**src/acds_pkg.sv**
```systemverilog
// ----------------------------------------------------------------------------
// acds_pkg
// Shared constants and codes for the accelerator core dispatch selector.
// ----------------------------------------------------------------------------
package acds_pkg;

  localparam int NUM_CORES  = 3;   // 1 .. 3
  localparam int LOAD_WIDTH = 16;  // 4 .. 16

  // index / pointer width, at least one bit
  localparam int IDX_W = (NUM_CORES > 1) ? $clog2(NUM_CORES) : 1;

  localparam logic [7:0] ALL_MASK = 8'((9'd1 << NUM_CORES) - 9'd1);

  typedef logic [LOAD_WIDTH-1:0] load_t;
  typedef logic [IDX_W-1:0]      idx_t;

  typedef enum logic [1:0] {
    REQ_SELECT = 2'd0,
    REQ_START  = 2'd1,
    REQ_END    = 2'd2,
    REQ_QUERY  = 2'd3
  } req_t;

  typedef enum logic [1:0] {
    STRAT_ROUND_ROBIN  = 2'd0,
    STRAT_LEAST_LOADED = 2'd1,
    STRAT_CORE_ZERO    = 2'd2,
    STRAT_ALL_CORES    = 2'd3
  } strat_t;

endpackage

```
**src/accelerator_core_dispatch_selector_unit.sv**
```systemverilog
// ----------------------------------------------------------------------------
// accelerator_core_dispatch_selector_unit
// Picks the core for the next task and tracks per-core active task counts.
// ----------------------------------------------------------------------------
//  channel | handshake             | payload
//  --------+-----------------------+---------------------------------------------
//  in      | in_valid / in_ready   | req_type, target_core
//  out     | out_valid / out_ready | core_mask, active_count, total_selected,
//          |                       | index_valid
//  cfg     | cfg_we                | cfg_wdata (strategy)
//
//  One item per cycle while the output is not stalled: the result is registered in the
//  output register at the edge that accepts the item; state is updated at the same edge.
//  in_ready is high whenever the output register is empty or being drained.
//  A stalled output holds its item and blocks further input.
//  Synchronous reset clears counters, pointer, select total and strategy.
module accelerator_core_dispatch_selector_unit (
  input  logic        clk,
  input  logic        rst,
  input  logic        cfg_we,
  input  logic [1:0]  cfg_wdata,
  input  logic        in_valid,
  output logic        in_ready,
  input  logic [1:0]  req_type,
  input  logic [2:0]  target_core,
  output logic        out_valid,
  input  logic        out_ready,
  output logic [2:0]  core_mask,
  output logic [15:0] active_count,
  output logic [63:0] total_selected,
  output logic        index_valid
);
  import acds_pkg::*;

  strat_t       strategy;
  load_t        core_load [NUM_CORES];
  idx_t         rotate_pointer;
  logic [63:0]  select_total;

  logic         accept;
  req_t         req;
  logic         idx_ok;
  idx_t         idx;
  idx_t         best_idx;
  load_t        best_val;
  idx_t         pick;
  logic [7:0]   mask_full;
  logic [31:0]  count_ext;

  assign in_ready = !out_valid || out_ready;
  assign accept   = in_valid && in_ready;
  assign req      = req_t'(req_type);
  assign idx_ok   = {1'b0, target_core} < 4'(NUM_CORES);
  assign idx      = target_core[IDX_W-1:0];

  // least loaded, lowest index wins ties
  always_comb begin
    best_idx = '0;
    best_val = core_load[0];
    for (int i = 1; i < NUM_CORES; i++) begin
      if (core_load[i] < best_val) begin
        best_idx = IDX_W'(i);
        best_val = core_load[i];
      end
    end
  end

  always_comb begin
    pick      = '0;
    mask_full = '0;
    case (strategy)
      STRAT_ROUND_ROBIN: begin
        pick      = rotate_pointer;
        mask_full = 8'(1) << pick;
      end
      STRAT_LEAST_LOADED: begin
        pick      = best_idx;
        mask_full = 8'(1) << pick;
      end
      STRAT_CORE_ZERO: mask_full = 8'd1;
      STRAT_ALL_CORES: mask_full = ALL_MASK;
      default:         mask_full = '0;
    endcase
  end

  assign count_ext = 32'(core_load[idx]);

  // control state
  always_ff @(posedge clk) begin
    if (rst) begin
      strategy       <= STRAT_ROUND_ROBIN;
      rotate_pointer <= '0;
      select_total   <= '0;
      out_valid      <= 1'b0;
      for (int i = 0; i < NUM_CORES; i++) begin
        core_load[i] <= '0;
      end
    end else begin
      if (cfg_we) begin
        strategy <= strat_t'(cfg_wdata);
      end
      if (accept) begin
        out_valid <= 1'b1;
      end else if (out_ready) begin
        out_valid <= 1'b0;
      end
      if (accept && req == REQ_SELECT) begin
        select_total <= select_total + 64'd1;
        if (strategy == STRAT_ROUND_ROBIN) begin
          rotate_pointer <= (rotate_pointer == IDX_W'(NUM_CORES - 1)) ? '0
                                                                      : rotate_pointer + 1'b1;
        end
      end
      for (int i = 0; i < NUM_CORES; i++) begin
        if (accept && idx_ok && idx == IDX_W'(i)) begin
          if (req == REQ_START && core_load[i] != '1) begin
            core_load[i] <= core_load[i] + 1'b1;
          end else if (req == REQ_END && core_load[i] != '0) begin
            core_load[i] <= core_load[i] - 1'b1;
          end
        end
      end
    end
  end

  // result register
  always_ff @(posedge clk) begin
    if (accept) begin
      if (req == REQ_SELECT) begin
        core_mask      <= mask_full[2:0];
        active_count   <= '0;
        total_selected <= select_total + 64'd1;
        index_valid    <= 1'b0;
      end else begin
        core_mask      <= '0;
        active_count   <= (idx_ok && req == REQ_QUERY) ? count_ext[15:0] : '0;
        total_selected <= select_total;
        index_valid    <= idx_ok;
      end
    end
  end

`ifndef SYNTHESIS
  a_total_step: assert property (@(posedge clk) disable iff (rst)
    accept && req == REQ_SELECT |=> select_total == $past(select_total) + 64'd1)
    else $error("select total did not step on a select item");

  a_total_out: assert property (@(posedge clk) disable iff (rst)
    accept |=> total_selected == select_total)
    else $error("reported total differs from running total");

  a_ptr_range: assert property (@(posedge clk) disable iff (rst)
    {1'b0, rotate_pointer} < (IDX_W + 1)'(NUM_CORES))
    else $error("round-robin pointer out of range");

  a_bad_index: assert property (@(posedge clk) disable iff (rst)
    accept && req != REQ_SELECT && !idx_ok |=> !index_valid && active_count == '0)
    else $error("invalid index not flagged");

  a_mask_zero: assert property (@(posedge clk) disable iff (rst)
    accept && req != REQ_SELECT |=> core_mask == '0)
    else $error("core mask set on a non-select item");
`endif

endmodule

```
**config.mk**
```make
export PLATFORM = sky130hd
export DESIGN_NAME = accelerator_core_dispatch_selector_unit
export DESIGN_NICKNAME = d
export VERILOG_FILES = /design/src/acds_pkg.sv /design/src/accelerator_core_dispatch_selector_unit.sv
export SDC_FILE = /design/constraint.sdc
export NUM_CORES = 1
export LEC_CHECK = 0
export BUFFER_PORTS_ARGS = -buffer_cell sky130_fd_sc_hd__buf_2
export CELL_PAD_IN_SITES_DETAIL_PLACEMENT = 1
export CELL_PAD_IN_SITES_GLOBAL_PLACEMENT = 2
export CORE_ASPECT_RATIO = 0.8
export CORE_MARGIN = 10
export CORE_UTILIZATION = 39
export CTS_CLUSTER_SIZE = 14
export DETAILED_ROUTE_END_ITERATION = 10
export GPL_ROUTABILITY_DRIVEN = 0
export PLACE_DENSITY_LB_ADDON = 0.1
export SYNTH_ARGS = -nofsm -noshare
export SYNTH_HDL_FRONTEND = slang
export SYNTH_SLANG_ARGS = --single-unit
```
**constraint.sdc**
```tcl
create_clock -name clk -period 5.55 [get_ports clk]
set_clock_uncertainty 0.15 [all_clocks]
set_input_delay 1.3875 -clock clk [delete_from_list [all_inputs] [get_ports clk]]
set_output_delay 1.3875 -clock clk [all_outputs]
set_load 0.01 [all_outputs]
```
; ---- After elaboration in Yosys (flattened, before gate mapping)
; Memory sizes are Yosys's and may differ from the RTL's. A register that Yosys moved wholly into a read port is not among the register bits.
; Cells that the tools add are included.
[classes]
addsub = 8
n_lt_le_gt_ge = 3
n_eq_ne = 12
shifts = 2
n_mux = 43
bitwise_logic = 7
n_reduce_logical = 24
[ops]
columns = operator, count
row1 = $mux 16, 7
row2 = $add 64x1->64 const B, 1
row3 = $mux 64, 1
row4 = $add 16x1->16 const B, 3
row5 = $ne 16x16->1 const B, 3
row6 = $reduce_bool 16->1, 3
row7 = $sub 16x1->16 const B, 3
row8 = $lt 16x16->1, 2
row9 = $mux 1, 32
row10 = $logic_and 1x1->1, 13
row11 = $eq 2x2->1 const B, 6
row12 = $pmux 3 s4, 1
row13 = $eq 2x1->1 const B, 3
row14 = $logic_not 2->1, 3
row15 = $or 1x1->1, 6
row16 = $shl 1x2->3 const A, 2
row17 = $mux 2, 2
row18 = $lt 3x2->1 const B, 1
row19 = $add 2x1->2 const B, 1
row20 = $reduce_and 2->1, 1
row21 = $reduce_bool 2->1, 1
row22 = $reduce_or 2->1, 1
row23 = $logic_not 1->1, 1
row24 = $logic_or 1x1->1, 1
row25 = $not 1->1, 1
[word_totals]
ff_bits = 137
mem_bits_rw = 48
in_bits = 12
memories = 1
[memory_table]
columns = name, words, word_bits, read_ports, rd_clocked_by_memory_dff, wr, line
row1 = core_load, 3, 16, 4, 1, 3, accelerator_core_dispatch_selector_unit.sv:36  ; load_t core_load [NUM_CORES];

; ---- Depth between registers and ports, before layout
; Gate-level depths: netlist (run 1).
[depth]
word_depth = 10
depth_mapped = 18

; ---- Least setup slack after synthesis (run 1)
; No wires, ideal clock.
[synth_path]
path_type = in2reg
from = in out_ready
to = reg select_total[24]
setup_ns = 0.070
arrival_time_ns = 5.038
required_time_ns = 5.330
setup_slack_ns = 0.291
path_stages = 8
n_path_buf = 0
path_cell_list = nand2b_1 -> nand2_1 -> inv_1 -> nand2_1 -> nor2_1 -> nand3_1 -> or3_1 -> a21oi_1
[synth_via]
elab_chain_cells = 3
[synth_lines]
columns = element, line
row1 = from (decl), accelerator_core_dispatch_selector_unit.sv:27  ; input logic out_ready,
row2 = $logic_or 1x1->1, accelerator_core_dispatch_selector_unit.sv:50  ; assign in_ready = !out_valid || out_ready;
row3 = $logic_and 1x1->1, accelerator_core_dispatch_selector_unit.sv:51  ; assign accept = in_valid && in_ready;
row4 = named net accept, accelerator_core_dispatch_selector_unit.sv:40  ; logic accept;
row5 = $logic_and 1x1->1, accelerator_core_dispatch_selector_unit.sv:107  ; if (accept && req == REQ_SELECT) begin
row6 = to (signal assigned), accelerator_core_dispatch_selector_unit.sv:108  ; select_total <= select_total + 64'd1;
row7 = to (decl), accelerator_core_dispatch_selector_unit.sv:38  ; logic [63:0] select_total;
; The timed path passes the listed nets, and every way through them passes these cells.
; A chain may end at the register's enable or synchronous reset.

==> metrics.txt, run 1 <==
P&R area growth vs syn=14.19%; Worst slew margin=between 20 and 25%; IO Port Bufs=97; commonest cells in the netlist=185 x nor2_1, 132 x edfxtp_1, 99 x nand2_1; Sw Share=24.74%; grt ovf=0; share of layout cells above drive strength 1=13.39%; Netlist cell types=72; Die Span X=about 220 µm; H-tree levels=1; vias in the first global route=about 9,400; Leakage Power=5.354 nW; post-synthesis cell area=about 12,000 µm²; Reg clk slew, reported paths=0.06 ns; clock root buffer=clkbuf_16; Crit path largest cell delay=0.61 ns; Internal Pwr Total=0.002616 W; via count=9,350; max-capacitance violation count=0; IO Count=98; Mapped Nets=1,309; PwrDens=256.5 nW/µm²; R2R Path End=core_mask[0]; setup violators final=0; GRT Resource Usage Total=~17%; antenna viol nets, final=0; Simple-Gate Fraction of Synth Area=22.13%; total CTS buffers=23; Seq cells post-synth=201; sequential-to-total area share from yosys stat=between 40% and 50%; Slew Viols, Final=0; syn avg cell area=9.626 µm²; core box area=30,170 µm²; CTS tree=done; FFs w/ async S/R, synth=0%; Reg2Reg Depth=16; Synth area leader=edfxtp_1; postcts setup bufs=0; Worst path top cell family by delay=simple AND/OR/NAND/NOR gates; largest family of logic cells by synthesized area=simple AND/OR/NAND/NOR gates; # diodes=0; worst path cell trace=buf_2 > or4b_1 > nor4b_2 > and3_1 > buf_4 > ha_1 > o211ai_1 > a21boi_0 > o22ai_1 > a31oi_1 > and2_1 > o21a_1 > nor3_1 > a2111oi_0; hpwl dp=25,280 µm; EDFF count, synth=132; Via density=about 5.3; Psw=0.0008600 W; Post-Syn Instances=1,233; Gate power share=8.9%; Core Rows=57; setup TNS=0 ns; DRC errors left=0; Starting Density=39.34%; worst r2r src=core_load[1][9]; Hold Buf Count CTS=0; Req. time, crit path=5.67 ns; crit start category=primary input; Sink Count=~200; Die Ht=176.0 µm; peak supply drop=about 190 µV; WP buf/inv=2; Post-Layout Cell Count=around 1,800; Critical Path AT=5.06 ns; Post-synth top flop=edfxtp_1; initial DRC count=534; first-pass GRT wire length=53,820 µm; placed insts=~1,700; Register-to-Register Setup Slack=0.87 ns; Critical path destination=core_load[0][13]; largest fanout on the critical path=9; routed wire length per instance=19.16 µm; CP Depth=14; CP Launch Point=rst; Setup Crit Path Kind=primary input to flip-flop; # nets final=1,404; final hold viol count=0; share of power burned in the clock network=42.2%; worst-margin pin slew=roughly 1.1 ns; compound-gate portion of the synthesized area=roughly a tenth; Routed WL=33,660 µm; crit end category=flip-flop; drt pass-1 iters=4; most numerous cell in the Yosys netlist=nor2_1; part of the power in registers=48.9%; Synth top area share=33.40%; Ys Warns=0; fmax=202.1 MHz; Hold WC Path Type=flip-flop to flip-flop; ranking of synthesized cells by area=edfxtp_1 33%, dfxtp_1 12%, ha_1 6.5%; Total Power=0.003476 W; largest net degree at the start of global routing=85; Synth Area in Adders=under 10%; Final min period=a little under 5 ns; slowest stage cell, crit path=or4b_1; final period utilization=89.16%; RSZ-0062 raised after global routing=no; status=finished clean; initial antenna violation count=0; multiplexer share of the synthesized area=2.783%; worst skew pair latency=0.52 ns; maximum clock path buffer count=3; die area=37,850 µm²; cts repair resizes=0; Post-Synth XOR/XNOR Area=roughly 10%
==> tightest hold or removal path, delay by kind of cell, from the launching register on <==
family,cells,cell delay [ns]
AND/OR/NAND/NOR,1,0.06
flip-flops,1,0.33
AO/OA/AOI/OAI,1,0.06
==> cell usage in the layout, fill, tap and decap left out, drive strengths merged, types with 33 or more instances in the layout <==
cell and count:
xor2 57, ha 62, nand2 99, nand4 36
mux2i 33, clkbuf 33, dfxtp 69, a21oi 79
edfxtp 132, buf 123, xnor2 78, nor2 188
inv 36, nand3 46, o21ai 36
==> power groups by stage <==
stage / clock network (W) / logic, W / registers, W
after detailed placement: 0 / 0.000314 / 0.00173
final: 0.00147 / 0.000309 / 0.00170
after global routing: 0.00158 / 0.000347 / 0.00171
after CTS: 0.00151 / 0.000315 / 0.00170
after global placement: 0 / 0.000308 / 0.00173
after floorplan: 0 / 0.000187 / 0.00173
==> logic make-up after synthesis <==
family	Yosys count
AO/OA/AOI/OAI	195
XOR/XNOR	135
flip-flops	201
AND/OR/NAND/NOR	515
buffers and inverters	90
adder cells (fa/ha/maj)	64
multiplexers	33
==> metal layers <==
| layer | vias to the layer above | share of wire, % | global-route usage, % |
|---|---|---|---|
| li1 | 4628 | - | - |
| met1 | 4536 | 52 | 26.51 |
| met2 | 152 | 41 | 24.91 |
| met3 | 34 | 4.9 | 3.250 |
| met4 | 0 | 1.7 | 3.455 |
| met5 | - | 0 | 0 |
==> registers in the layout, summed over array words and instances (netlist names) <==
register / flops
strategy: 2
index_valid: 1
select_total: 64
rotate_pointer: 2
core_load: 48
out_valid: 1
core_mask: 3
total_selected: 64
active_count: 16
==> per-stage QoR <==
stage,hold WS (ns),util [%],area [µm²],worst slack [ns]
after floorplan,0.3120,-,11870,0.2912
after global placement,0.3283,42.57,12840,0.2357
after detailed placement,0.3416,42.57,12840,0.1122
after CTS,0.3497,44.93,13550,0.6495
after global routing,0.3746,44.93,13550,0.3562
final,0.3497,44.93,13550,0.6018
==> area by class of cell <==
cell class                 instances  area, µm²
fill                            3460      16610
inverter                          37      140.1
tap                              413      516.7
sequential                       201       5345
clock inverter                     8      67.56
multi-input combinational        942       6158
timing repair buffer             123      680.7
clock buffer                      33      644.4
==> how the worst min path moves through the flow <==
stage	start	endpoint	cells past startpoint
after global placement	select_total[1]	select_total[1]	2
after detailed placement	select_total[1]	select_total[1]	2
after global routing	select_total[1]	select_total[1]	2
after CTS	select_total[1]	select_total[1]	2
after floorplan	select_total[1]	select_total[1]	2
final	select_total[1]	select_total[1]	2
(Power assumes the default switching activity.)
==> run 2: changes to the inputs <==
Settings changed: CORE_UTILIZATION 39 to 35.
Clock period 5.55 ns to 4.3 ns, I/O delays scaled along.
==> run 2 against run 1 <==
Against the previous run:
- wire length grew 8.1%
- final area grew 7.6%
- via count grew 4.8%
- largest power group unchanged
==> metrics.txt, run 2 (synthesis results as in run 1) <==
setup TNS=0 ns (unchanged); biggest regs=select_total (64), total_selected (64), core_load (48) (unchanged); Design Area, Final=14,590 µm² (was 13,550 µm²); GRT Resource Usage Total=17.19% (was 17.40%); Crit path largest cell delay=0.53 ns (was 0.61 ns); Slew Viols, Final=0 (unchanged); final hold viol count=0 (unchanged); first-pass GRT wire length=57,170 µm (was 53,820 µm); part of the power in registers=46.1% (was 48.9%); peak supply drop=240.7 µV (was 185.8 µV); max-capacitance violation count=0 (unchanged); multi-input logic area=6275 µm² (was 6158 µm²); Final min period=4.210 ns; fmax=237.5 MHz; drt pass-1 iters=4 (unchanged); routed wire length per instance=19.25 µm (was 19.16 µm); worst slack at placement=-0.4160 ns (was 0.1122 ns); worst-margin pin slew=1.280 ns (was 1.127 ns); largest fanout on the critical path=4 (was 9); Reg clk slew, reported paths=0.06 ns (about the same); Core Rows=60 (was 57); # nets final=1,514 (was 1,404); most frequent cells in the layout=184 x nor2_1, 134 x buf_4, 132 x edfxtp_1, 99 x nand2_1, 97 x buf_2 (was 185 x nor2_1, 132 x edfxtp_1, 99 x nand2_1, 97 x buf_2, 79 x a21oi_1); CTS tree=done (unchanged); H-tree levels=1 (unchanged); Via density=5.183 (was 5.322); WP buf/inv=3 (was 2); initial DRC count=539 (was 534); slowest stage cell, crit path=or4_4 (was or4b_1); Die Ht=184.7 µm (was 176.0 µm); status=finished clean (unchanged); Leakage Power=5.937 nW (was 5.354 nW); core box area=33,560 µm² (was 30,170 µm²); PwrDens=322.4 nW/µm² (was 256.5 nW/µm²); Sw Share=25.20% (was 24.74%); fillers=3,827 (was 3,460); Hold WC Path Type=flip-flop to flip-flop (unchanged); Gate power share=10.8% (was 8.9%); Register-to-Register Setup Slack=0.09 ns (was 0.87 ns); Sink Count=201 (unchanged); setup slack after layout=0.08951 ns (was 0.6018 ns); Routed WL=36,390 µm (was 33,660 µm); Post-Layout Cell Count=1,890 (was 1,757); worst path cell trace=ha_2 > or4_4 > a211oi_2 > a211oi_2 > buf_4 > nor2_4 > buf_6 > buf_4 > mux2i_2 > ha_1 > a21o_1 > a21o_1 > a21o_1 > nand2b_1 > a21o_1 > and3_4 > a21oi_1 > o221a_2 (was buf_2 > or4b_1 > nor4b_2 > and3_1 > buf_4 > ha_1 > o211ai_1 > a21boi_0 > o22ai_1 > a31oi_1 > and2_1 > o21a_1 > nor3_1 > a2111oi_0); Starting Density=35.37% (was 39.34%); placed inst area=13,690 µm² (was 12,840 µm²); Worst slew margin=14.00% (was 24.89%); DRC errors left=0 (unchanged); grt ovf=0 (unchanged); Internal Pwr Total=0.003518 W (was 0.002616 W); Worst path top cell family by delay=compound AO/OA/AOI/OAI gates (was simple AND/OR/NAND/NOR gates); maximum clock path buffer count=3 (unchanged); Psw=0.001185 W (was 0.0008600 W); crit start category=flip-flop (was primary input); IO Port Bufs=97 (unchanged); Reg2Reg Depth=18 (was 16); CP Depth=18 (was 14); IO Count=98 (unchanged); crit end category=flip-flop (unchanged); P&R area growth vs syn=22.89% (was 14.19%); placed insts=1,841 (was 1,716); Req. time, crit path=4.53 ns (was 5.67 ns); # diodes=0 (unchanged); largest net degree at the start of global routing=85 (unchanged); Critical Path AT=4.44 ns (was 5.06 ns); clock root buffer=clkbuf_16 (unchanged); Critical path destination=core_mask[0] (was core_load[0][13]); total CTS buffers=24 (was 23); most common cell after layout, fill and taps aside=nor2_1 (unchanged); share of layout cells above drive strength 1=21.70% (was 13.39%); initial antenna violation count=1 (was 0); vias in the first global route=10,004 (was 9,383); Hold Buf Count CTS=0 (unchanged); setup violators final=0 (unchanged); Setup Crit Path Kind=flip-flop to flip-flop (was primary input to flip-flop); worst r2r src=core_load[1][7] (was core_load[1][9]); Die Span X=225.9 µm (was 215.0 µm); share of power burned in the clock network=43.1% (was 42.2%); R2R Path End=core_mask[0] (unchanged); Register Area=5345 µm² (unchanged); Crit path top cell by count=a21o_1; antenna viol nets, final=0 (unchanged); worst skew pair latency=0.54 ns (was 0.52 ns); CP Launch Point=core_load[1][7] (was rst); via count=9,796 (was 9,350); die area=41,720 µm² (was 37,850 µm²); hpwl dp=27,300 µm (was 25,280 µm); final period utilization=between 90% and 100%
==> run 2: changes by cell type in the layout (fill, tap and decap cells not counted), moves of 3 or more <==
cell | before | now
a211oi_1 | 15 | 12
a211oi_2 | 0 | 3
buf_4 | 26 | 134
ha_1 | 62 | 59
ha_2 | 0 | 3
mux2i_1 | 33 | 30
mux2i_2 | 0 | 3
==> run 2: power groups by stage <==
stage	Clock [W]	Combinational, W	Sequential (W)
final	0.00203	0.000509	0.00217
after detailed placement	0	0.000496	0.00221
after floorplan	0	0.000243	0.00223
after global routing	0.00217	0.000565	0.00218
after CTS	0.00209	0.000499	0.00217
after global placement	0	0.000486	0.00221
==> run 2: worst reg2reg max path: cells and delay by family (launching register included) <==
kind	cells	cell delay (ns)
AND/OR/NAND/NOR	4	1.01
AO/OA/AOI/OAI	8	1.36
flip-flops	1	0.40
adder cells (fa/ha/maj)	2	0.47
buffers and inverters	3	0.42
multiplexers	1	0.24
==> run 2: metrics by stage <==
step | total power, W | hold WS (ns) | util (%)
after CTS | 0.004755 | 0.3455 | 43.14
after global placement | 0.002693 | 0.3273 | 40.79
after detailed placement | 0.002705 | 0.3371 | 40.79
after global routing | 0.004911 | 0.3820 | 43.46
final | 0.004703 | 0.3466 | 43.46
after floorplan | 0.002472 | 0.3120 | -
==> run 2: how the worst min path moves through the flow <==
| stage | start | endpoint | depth (start not counted) |
|---|---|---|---|
| 2_1_floorplan | select_total[1] | select_total[1] | 2 |
| 3_3_place_gp | select_total[63] | select_total[63] | 2 |
| 3_5_place_dp | select_total[1] | select_total[1] | 2 |
| 4_1_cts | select_total[1] | select_total[1] | 2 |
| 5_1_grt | select_total[1] | select_total[1] | 2 |
| 6_report | select_total[1] | select_total[1] | 2 |
==> run 2: what timing repair did <==
action,4_1_cts,5_1_grt
setup buffers,1,4
pin swaps,1,4
resized for setup,2,22
setup endpoints to repair,2,6
==> run 2: layout make-up <==
class	instances	area share [%]
Multi-Input combinational cell	942	43.02
Timing Repair Buffer	232	10.30
Inverter	37	0.9780
Sequential cell	201	36.65
Clock buffer	34	4.727
Clock inverter	10	0.6005
Tap cell	434	3.723
==> run 2: layer usage <==
layer / track usage [%] / up-vias / wire, µm
li1: - / 4853 / -
met1: 25.46 / 4783 / 18750
met2: 25.97 / 124 / 15640
met3: 2.319 / 36 / 1339
met4: 3.479 / 0 / 652
met5: 0 / - / 0
